<file path="config.mk">
export PLATFORM = sky130hd
export DESIGN_NAME = sorted_priority_queue_unit
export DESIGN_NICKNAME = d
export VERILOG_FILES = /design/src/design/spq_pkg.sv /design/src/design/spq_cell.sv /design/src/design/sorted_priority_queue_unit.sv
export SDC_FILE = /design/constraint.sdc
export NUM_CORES = 2
export LEC_CHECK = 0
export BUFFER_PORTS_ARGS = -buffer_cell sky130_fd_sc_hd__clkbuf_2
export CORE_MARGIN = 2
export CORE_UTILIZATION = 50
export CTS_BUF_LIST = sky130_fd_sc_hd__clkbuf_8 sky130_fd_sc_hd__clkbuf_16
export DETAILED_ROUTE_END_ITERATION = 10
export PLACE_DENSITY = 0.75
export SLEW_MARGIN = 30
export SYNTH_ARGS = -nofsm -noshare
export SYNTH_HDL_FRONTEND = slang
export SYNTH_SLANG_ARGS = --single-unit
</file>
<file path="constraint.sdc">
create_clock -name clk -period 7.7 [get_ports clk]
set_input_delay 0.385 -clock clk [delete_from_list [all_inputs] [get_ports clk]]
set_output_delay 0.385 -clock clk [all_outputs]
set_load 0.02 [all_outputs]
</file>
<file path="src/design/spq_pkg.sv">
// shared types and constants for the sorted priority queue
// no dependencies
`default_nettype none

package spq_pkg;

    localparam int CAPACITY = 16;
    localparam int CNT_W    = $clog2(CAPACITY + 1);
    localparam int PAY_W    = 32;
    localparam int PRI_W    = 16;

    localparam logic [1:0] OP_INSERT  = 2'd0;
    localparam logic [1:0] OP_PEEK    = 2'd1;
    localparam logic [1:0] OP_DEQUEUE = 2'd2;

    localparam logic [1:0] ST_OK    = 2'd0;
    localparam logic [1:0] ST_EMPTY = 2'd1;
    localparam logic [1:0] ST_FULL  = 2'd2;

    typedef struct packed {
        logic signed [PRI_W-1:0] pri;
        logic [PAY_W-1:0]        pay;
    } entry_t;

    typedef struct packed {
        logic ins;
        logic deq;
    } cell_ctrl_t;

endpackage

`default_nettype wire

</file>
<file path="src/design/spq_cell.sv">
// one slot of the sorted chain: holds an entry, shifts toward tail on insert,
// toward head on dequeue
// depends on spq_pkg
`default_nettype none

module spq_cell (
    input  wire logic                    clk,
    input  wire spq_pkg::cell_ctrl_t     ctrl,
    input  wire logic                    occupied,
    input  wire spq_pkg::entry_t         new_ent,
    input  wire logic                    prev_take,
    input  wire spq_pkg::entry_t         prev_ent,
    input  wire spq_pkg::entry_t         next_ent,
    output logic                         take,
    output spq_pkg::entry_t              ent
);

    spq_pkg::entry_t ent_reg;
    spq_pkg::entry_t ent_next;

    // new entry goes ahead of the first strictly lower priority
    assign take = !occupied || ($signed(new_ent.pri) > $signed(ent_reg.pri));
    assign ent  = ent_reg;

    always_comb
    begin
        ent_next = ent_reg;
        if (ctrl.ins && take)
        begin
            ent_next = prev_take ? prev_ent : new_ent;
        end
        else if (ctrl.deq)
        begin
            ent_next = next_ent;
        end
    end

    always_ff @(posedge clk)
    begin
        ent_reg <= ent_next;
    end

endmodule

`default_nettype wire

</file>
<file path="src/design/sorted_priority_queue_unit.sv">
// sorted priority queue: a chain of CAPACITY cells kept in priority order, head at cell 0
// result: registered, valid in the cycle after the input beat is accepted
// throughput: one operation per cycle while the result side does not stall
// reset: entry count cleared and result valid dropped; stored entries stay undefined until written
// depends on spq_pkg and spq_cell
`default_nettype none

module sorted_priority_queue_unit (
    input  wire logic                          clk,
    input  wire logic                          rst_n,
    input  wire logic                          in_valid,
    output logic                               in_stall,
    input  wire logic [1:0]                    op,
    input  wire logic [spq_pkg::PAY_W-1:0]     payload,
    input  wire logic signed [spq_pkg::PRI_W-1:0] priority_req,
    output logic                               out_valid,
    input  wire logic                          out_stall,
    output logic [spq_pkg::PAY_W-1:0]          out_payload,
    output logic signed [spq_pkg::PRI_W-1:0]   out_priority,
    output logic [1:0]                         status,
    output logic                               is_empty,
    output logic                               is_full
);

    localparam int N = spq_pkg::CAPACITY;

    logic [spq_pkg::CNT_W-1:0]        count_reg, count_next;
    logic                             out_valid_reg, out_valid_next;
    logic [spq_pkg::PAY_W-1:0]        out_payload_reg, out_payload_next;
    logic signed [spq_pkg::PRI_W-1:0] out_priority_reg, out_priority_next;
    logic [1:0]                       status_reg, status_next;
    logic                             is_empty_reg, is_empty_next;
    logic                             is_full_reg, is_full_next;

    logic                accept;
    logic                q_empty;
    logic                q_full;
    spq_pkg::cell_ctrl_t ctrl;
    spq_pkg::entry_t     new_ent;
    spq_pkg::entry_t     ents [N];
    logic [N-1:0]        takes;

    assign in_stall = out_valid_reg && out_stall;
    assign accept   = in_valid && !in_stall;
    assign q_empty  = (count_reg == '0);
    assign q_full   = (count_reg == spq_pkg::CNT_W'(N));

    assign ctrl.ins    = accept && (op == spq_pkg::OP_INSERT) && !q_full;
    assign ctrl.deq    = accept && (op == spq_pkg::OP_DEQUEUE) && !q_empty;
    assign new_ent.pri = priority_req;
    assign new_ent.pay = payload;

    genvar i;
    generate
        for (i = 0; i < N; i++)
        begin : g_cell
            spq_cell u_cell (
                .clk       (clk),
                .ctrl      (ctrl),
                .occupied  (count_reg > spq_pkg::CNT_W'(i)),
                .new_ent   (new_ent),
                .prev_take ((i == 0) ? 1'b0 : takes[(i == 0) ? 0 : i - 1]),
                .prev_ent  ((i == 0) ? new_ent : ents[(i == 0) ? 0 : i - 1]),
                .next_ent  ((i == N - 1) ? ents[i] : ents[(i == N - 1) ? i : i + 1]),
                .take      (takes[i]),
                .ent       (ents[i])
            );
        end
    endgenerate

    always_comb
    begin
        count_next        = count_reg;
        out_valid_next    = out_valid_reg && out_stall;
        out_payload_next  = out_payload_reg;
        out_priority_next = out_priority_reg;
        status_next       = status_reg;
        is_empty_next     = is_empty_reg;
        is_full_next      = is_full_reg;
        if (ctrl.ins)
        begin
            count_next = count_reg + 1'b1;
        end
        else if (ctrl.deq)
        begin
            count_next = count_reg - 1'b1;
        end
        if (accept)
        begin
            out_valid_next    = 1'b1;
            out_payload_next  = '0;
            out_priority_next = '0;
            status_next       = spq_pkg::ST_OK;
            case (op)
                spq_pkg::OP_INSERT:
                begin
                    if (q_full)
                    begin
                        status_next = spq_pkg::ST_FULL;
                    end
                end
                spq_pkg::OP_PEEK, spq_pkg::OP_DEQUEUE:
                begin
                    if (q_empty)
                    begin
                        status_next = spq_pkg::ST_EMPTY;
                    end
                    else
                    begin
                        out_payload_next  = ents[0].pay;
                        out_priority_next = ents[0].pri;
                    end
                end
                default:
                begin
                    status_next = spq_pkg::ST_OK;
                end
            endcase
            is_empty_next = (count_next == '0);
            is_full_next  = (count_next == spq_pkg::CNT_W'(N));
        end
    end

    always_ff @(posedge clk or negedge rst_n)
    begin
        if (!rst_n)
        begin
            count_reg     <= '0;
            out_valid_reg <= 1'b0;
        end
        else
        begin
            count_reg     <= count_next;
            out_valid_reg <= out_valid_next;
        end
    end

    always_ff @(posedge clk)
    begin
        out_payload_reg  <= out_payload_next;
        out_priority_reg <= out_priority_next;
        status_reg       <= status_next;
        is_empty_reg     <= is_empty_next;
        is_full_reg      <= is_full_next;
    end

    assign out_valid    = out_valid_reg;
    assign out_payload  = out_payload_reg;
    assign out_priority = out_priority_reg;
    assign status       = status_reg;
    assign is_empty     = is_empty_reg;
    assign is_full      = is_full_reg;

    a_count_bound: assert property (@(posedge clk) disable iff (!rst_n)
        count_reg <= spq_pkg::CNT_W'(N))
        else $error("entry count beyond capacity");

    a_accept_result: assert property (@(posedge clk) disable iff (!rst_n)
        accept |=> out_valid_reg)
        else $error("accepted beat produced no result");

    a_full_reject: assert property (@(posedge clk) disable iff (!rst_n)
        (accept && op == spq_pkg::OP_INSERT && q_full)
        |=> (status_reg == spq_pkg::ST_FULL) && $stable(count_reg))
        else $error("insert into full queue not rejected");

    a_head_order: assert property (@(posedge clk) disable iff (!rst_n)
        (count_reg >= spq_pkg::CNT_W'(2)) |-> ($signed(ents[0].pri) >= $signed(ents[1].pri)))
        else $error("head entry out of priority order");

endmodule

`default_nettype wire

</file>
# == After elaboration in Yosys (flattened, before gate mapping) ==
# Index checks and enable logic that the tools add are counted.
# word_totals
ff_bits,826
input_bits,54
output_inout_bits,54
# op_classes
addsub,2
order_cmp,32
eq_ne,4
mux,51
bitwise_logic,1
n_reduce_logical,77
# op_table
operator,count
$mux W48,45
$gt A16 B16 Y1,16
$gt A5 B4 Y1 const B,8
$reduce_bool A2 Y1,15
$logic_and A1 B1 Y1,22
$gt A5 B3 Y1 const B,4
$logic_not A1 Y1,19
$logic_or A1 B1 Y1,16
$eq A5 B5 Y1 const B,2
$gt A5 B1 Y1 const B,2
$gt A5 B2 Y1 const B,2
$logic_not A5 Y1,2
$mux W5,2
$add A5 B1 Y5 const B,1
$sub A5 B1 Y5 const B,1
$pmux W2 S2,1
$reduce_or A2 Y1,2
$eq A2 B1 Y1 const B,1
$eq A2 B2 Y1 const B,1
$logic_not A2 Y1,1
$mux W1,2
$mux W2,1
$not A1 Y1,1

# == Logic depth before layout (Yosys ltp) ==
# logic_depth
ltp_word,8
mapped_depth,14
ltp_nobuf,10

# == Cells and area by module ==
# From an unflattened synthesis, not the netlist that was laid out.
# hier_totals
hier_cells,3741
area_unflattened_um2,52405.3
# modules_own_cells
mod,instances,cells_each,area_each_um2,seq_area_each_um2
spq_cell at g_cell[0].u_cell ...,9,223,3123.0,1441.4
spq_cell at g_cell[4].u_cell ...,6,220,3104.2,1441.4
spq_cell at g_cell[3].u_cell,1,219,3062.9,1441.4
sorted_priority_queue_unit,1,195,2610.0,1711.6

# == Worst setup path before layout ==
# OpenSTA, ideal clock, no wires.
# synth_path
path_type,reg2reg
startpoint,register out_valid_reg (netlist: out_valid)
endpoint,"register g_cell[13].u_cell.ent_reg (netlist bit g_cell[13].u_cell.ent[0]), enable pin"
setup_time_ps,520
arrival_ps,6514
required_time_ps,7180
path_slack_ps,666
path_stages_with_launch,7
period_less_slack_ps,7034
path_cell_list,dfrtp_1 -> nand2_1 -> and2_1 -> clkbuf_1 -> nand2_1 -> buf_2 -> o21ai_0
# synth_via
elab_chain_cells,7
elab_cells_between_ends,9
# synth_rtl
item,line_no,text
from (decl),sorted_priority_queue_unit.sv:28,"logic out_valid_reg, out_valid_next;"
from (signal assigned),sorted_priority_queue_unit.sv:134,out_valid_reg <= out_valid_next;
$logic_and A1 B1 Y1 (*),sorted_priority_queue_unit.sv:43,assign in_stall = out_valid_reg && out_stall;
$logic_not A1 Y1 (*),sorted_priority_queue_unit.sv:44,assign accept = in_valid && !in_stall;
$logic_and A1 B1 Y1 (*),sorted_priority_queue_unit.sv:44,
net accept,sorted_priority_queue_unit.sv:35,logic accept;
$logic_and A1 B1 Y1 (2 in series),sorted_priority_queue_unit.sv:48,assign ctrl.ins = accept && (op == spq_pkg::OP_INSERT) && !q_full;
$logic_and A1 B1 Y1,spq_cell.sv:28,if (ctrl.ins && take)
$reduce_bool A2 Y1 (no line) (*),--,
to (signal assigned),spq_cell.sv:40,ent_reg <= ent_next;
to (decl),spq_cell.sv:18,spq_pkg::entry_t ent_reg;
# Mark *: on every way through the listed nets, which the timed path passes. The rest lies on a longest branch.
# A chain may end at the register's enable or synchronous reset.

# == Worst setup path in the final report ==
# layout_path
startpoint,register count_reg[0] (netlist bit)
endpoint,"register g_cell[0].u_cell.ent_reg (netlist bit g_cell[0].u_cell.ent[30]), enable pin"
# layout_via
elab_chain_cells,5
elab_cells_between_ends,11
# layout_rtl
item,line_no,text
from (decl),sorted_priority_queue_unit.sv:27,"logic [spq_pkg::CNT_W-1:0] count_reg, count_next;"
from (signal assigned),sorted_priority_queue_unit.sv:133,count_reg <= count_next;
$gt A5 B1 Y1 or $eq A5 B5 Y1 (tied branches),"sorted_priority_queue_unit.sv:60, sorted_priority_queue_unit.sv:46",
"$logic_not A1 Y1, on equally long branches","spq_cell.sv:22, sorted_priority_queue_unit.sv:48",
$logic_or A1 B1 Y1 or $logic_and A1 B1 Y1 (tied branches),"spq_cell.sv:22, sorted_priority_queue_unit.sv:48",
$logic_and A1 B1 Y1,spq_cell.sv:28,
$reduce_bool A2 Y1 (no line) (*),--,
to (signal assigned),spq_cell.sv:40,
to (decl),spq_cell.sv:18,
# Mark *: on every way between the ends. The rest lies on a longest branch, timed or not.

==> results by group <==
Outcome
  • Status: finished, final reports clean

Timing
  • Min Tclk post-route: 4739 ps
  • Final setup viols: 0
  • Final Hold Slack: 89.42 ps
  • Worst-margin pin slew: 1009 ps
  • Final Skew: 30.45 ps
  • Fmax achieved: 211.0 MHz
  • Setup TNS: 0 ps
  • Fin crit share: 61.54%
  • Fin. Hold Viols: 0
  • Slew HR: 32.75%
  • Slew Limit Fails: 0
  • Post-route setup slack: 2961 ps
  • RSZ-0062 raised after global routing: no

Synthesis
  • Ys flop type: edfxtp_1
  • Cell with the most instances after synthesis: edfxtp_1
  • Post-synth top area share: 51.80%
  • Avg Cell Area, Syn: 10.81 um2
  • Syn Std Cell Area: roughly 48,000 um2
  • Post-synth top cells: 820 x edfxtp_1, 628 x mux2i_1, 575 x a21oi_1
  • Cells after Synth: 4,397
  • Post-synth EDFFs: 820
  • Yosys Warn Count: 0
  • Distinct cells, synth: 67
  • Async set-or-reset flop fraction in the synthesized netlist: 0.7264%
  • Post-Syn Nets: about 4.7k
  • Synth top area cells: edfxtp_1 52%, mux2i_1 13%, ha_1 6.9%, a21oi_1 6.1%, nor2_1 4.1%
  • Post-synth top area cell: edfxtp_1
  • Synth Register Bits: 826
  • Sequential share of the synthesized area: 52.11%

Worst setup path
  • Crit path kind: reg2reg
  • Worst Setup EP: g_cell[0].u_cell.ent[30]$_DFFE_PP_
  • Reg-to-reg slack, setup: 2960 ps
  • FF-to-FF End: g_cell[0].u_cell.ent[30]$_DFFE_PP_
  • CP Launch Type: flop
  • Worst Setup End Kind: flop
  • Critical-path maximum fanout: 25
  • CP Launch Point: count_reg[0]$_DFF_PN0_
  • Cells along the critical path: inv_1 -> ha_1 -> and4bb_1 -> nor2b_1 -> and2_1 -> nand2b_2 -> nand2_2 -> buf_4
  • Cell family with most CP delay: simple AND/OR/NAND/NOR gates
  • Slowest stage delay, CP: 940 ps
  • WP depth: 8
  • Worst Path Required: 8000 ps
  • Crit-path slowest cell: nand2_2
  • CP Data Arrival Time: roughly 5000 ps
  • Worst r2r src: count_reg[0]$_DFF_PN0_
  • FF-to-FF path depth: 8
  • Critical path buffer and inverter count: 2

Clock network
  • Root buffer cell: clkbuf_16
  • Worst-skew pair later-pin latency: 680 ps
  • CTS max path bufs: 3
  • H-tree levels: 3
  • Total clock sinks: 826
  • CTS tree: yes
  • Postcts setup bufs: 0
  • Worst-path clk slew: around 60 ps
  • Cts bufs inserted: 89

Detailed routing
  • Residual DRC: 0
  • Vias: ~35k
  • Final ANT Viol Nets: 0
  • DRT Pass-1 Iters: 5
  • Routed wire per std cell: 23.62 um
  • Initial DRC count: between 3k and 4k
  • WL final: ~130 mm
  • Routed vias/inst: 6.071

Placement
  • DP Cell Count: 5,533
  • Place WS: 2696 ps
  • Port bufs: 107
  • Final HPWL DP: about 86 mm
  • Dpl cell area: 49,150 um2
  • Gpl congestion: ~0.94

Die
  • Initial Util: 50.26%
  • # rows: 113
  • Die ar.: 97,560 um2
  • Core footprint: between 90,000 and 100,000 um2
  • Num ports: 108
  • Die X: about 310 um
  • Die height: 312.3 um

Global route
  • Largest net degree at the start of global routing: 97
  • First-pass GRT wire length: 204.9 mm
  • Vias in the first global route: 34.39k
  • Initial antenna violation count: 2
  • Gr ovfl total: 0
  • Total GRT Usage: 27.16%

Cells and area
  • Final non-filler cell total: 5,702
  • # diodes: 0
  • Max FFs per register: ~770
  • Layout cells sized above 1: 10.37%
  • Final nets: 4,682
  • Design area: around 52,000 um2
  • Area Growth Syn to Fin: 9.560%

Power and ir drop
  • Max VDD drop: 0.1489 mV
  • Leakage power: 0.02142 uW
  • Power per cell area: 253.7 nW/um2

Hold path
  • Hold Crit Class: in2async

Job
  • Max-capacitance violation count: 0
[where the power goes]
part | internal, uW | leakage [uW] | switching, uW
sequential | 5450 | 0.00763 | 225
clock | 2370 | 0.00144 | 1850
combinational | 1230 | 0.0123 | 2100
[layout make-up]
type,count,area (um2)
repair buffers,189,1270
fillers,8008,42510
well taps,1265,1583
clock inverters,72,516.7
clock buffers,92,2302
flip-flops and latches,826,24770
inverters,262,983.4
multi-input cells,2996,20650
[how the worst min path moves through the flow]
| stage | depth (start not counted) | slack (ps) | end | startpoint |
|---|---|---|---|---|
| after floorplan | 0 | 90 | count_reg[0]$_DFF_PN0_ | rst_n |
| after global placement | 1 | 220 | out_valid$_DFF_PN0_ | rst_n |
| after detailed placement | 1 | 230 | out_valid$_DFF_PN0_ | rst_n |
| after CTS | 2 | 70 | count_reg[0]$_DFF_PN0_ | rst_n |
| after global routing | 2 | 120 | count_reg[2]$_DFF_PN0_ | rst_n |
| final | 2 | 90 | count_reg[4]$_DFF_PN0_ | rst_n |
[per-stage QoR]
step                power (uW)  utilization (%)
finish                   13210            55.06
global route             13700            55.06
CTS                      13200            54.98
detailed placement        9014            51.96
global placement          8920            51.93
floorplan                 8035                -
[per-layer routing]
| layer | vias to the layer above | wire (um) | track usage, % |
|---|---|---|---|
| met5 | - | 10 | 0 |
| met3 | 282 | 10970 | 3.796 |
| met2 | 1543 | 63770 | 44.86 |
| li1 | 15856 | - | - |
| met1 | 16934 | 54600 | 36.05 |
| met4 | 2 | 5300 | 11.27 |
[repair_timing]
item | CTS | global route
gates resized for setup | 0 | 0
hold buffers | 3 | 0
hold endpoints to repair | 7 | 0
[cells in the final DEF (no fill, tap or decap), types with 23 or more instances in the layout]
cell       synthesis  final
a21o_1            23     23
a21oi_1          575    574
and3_1            57     57
buf_4             26     66
clkbuf_16          0     92
clkbuf_2           2    107
clkinv_1           0     28
edfxtp_1         820    820
ha_1             264    263
inv_1            262    276
mux2_2            93     93
mux2i_1          628    628
nand2_1          307    297
nand4_1           53     53
nor2_1           513    510
o21ai_0          286    282
[cell families after synthesis]
group / after synthesis / share of synthesized area, %
AOI/OAI and AO/OA: 969 / 10.84
xor gates and xnor gates: 6 / 0.1105
adders and majority gates: 264 / 6.949
buffers and inverters: 575 / 5.201
DFF: 826 / 52.11
muxes: 722 / 15.45
and+or+nand+nor: 1035 / 9.333
Power figures use the tool's default switching activity.
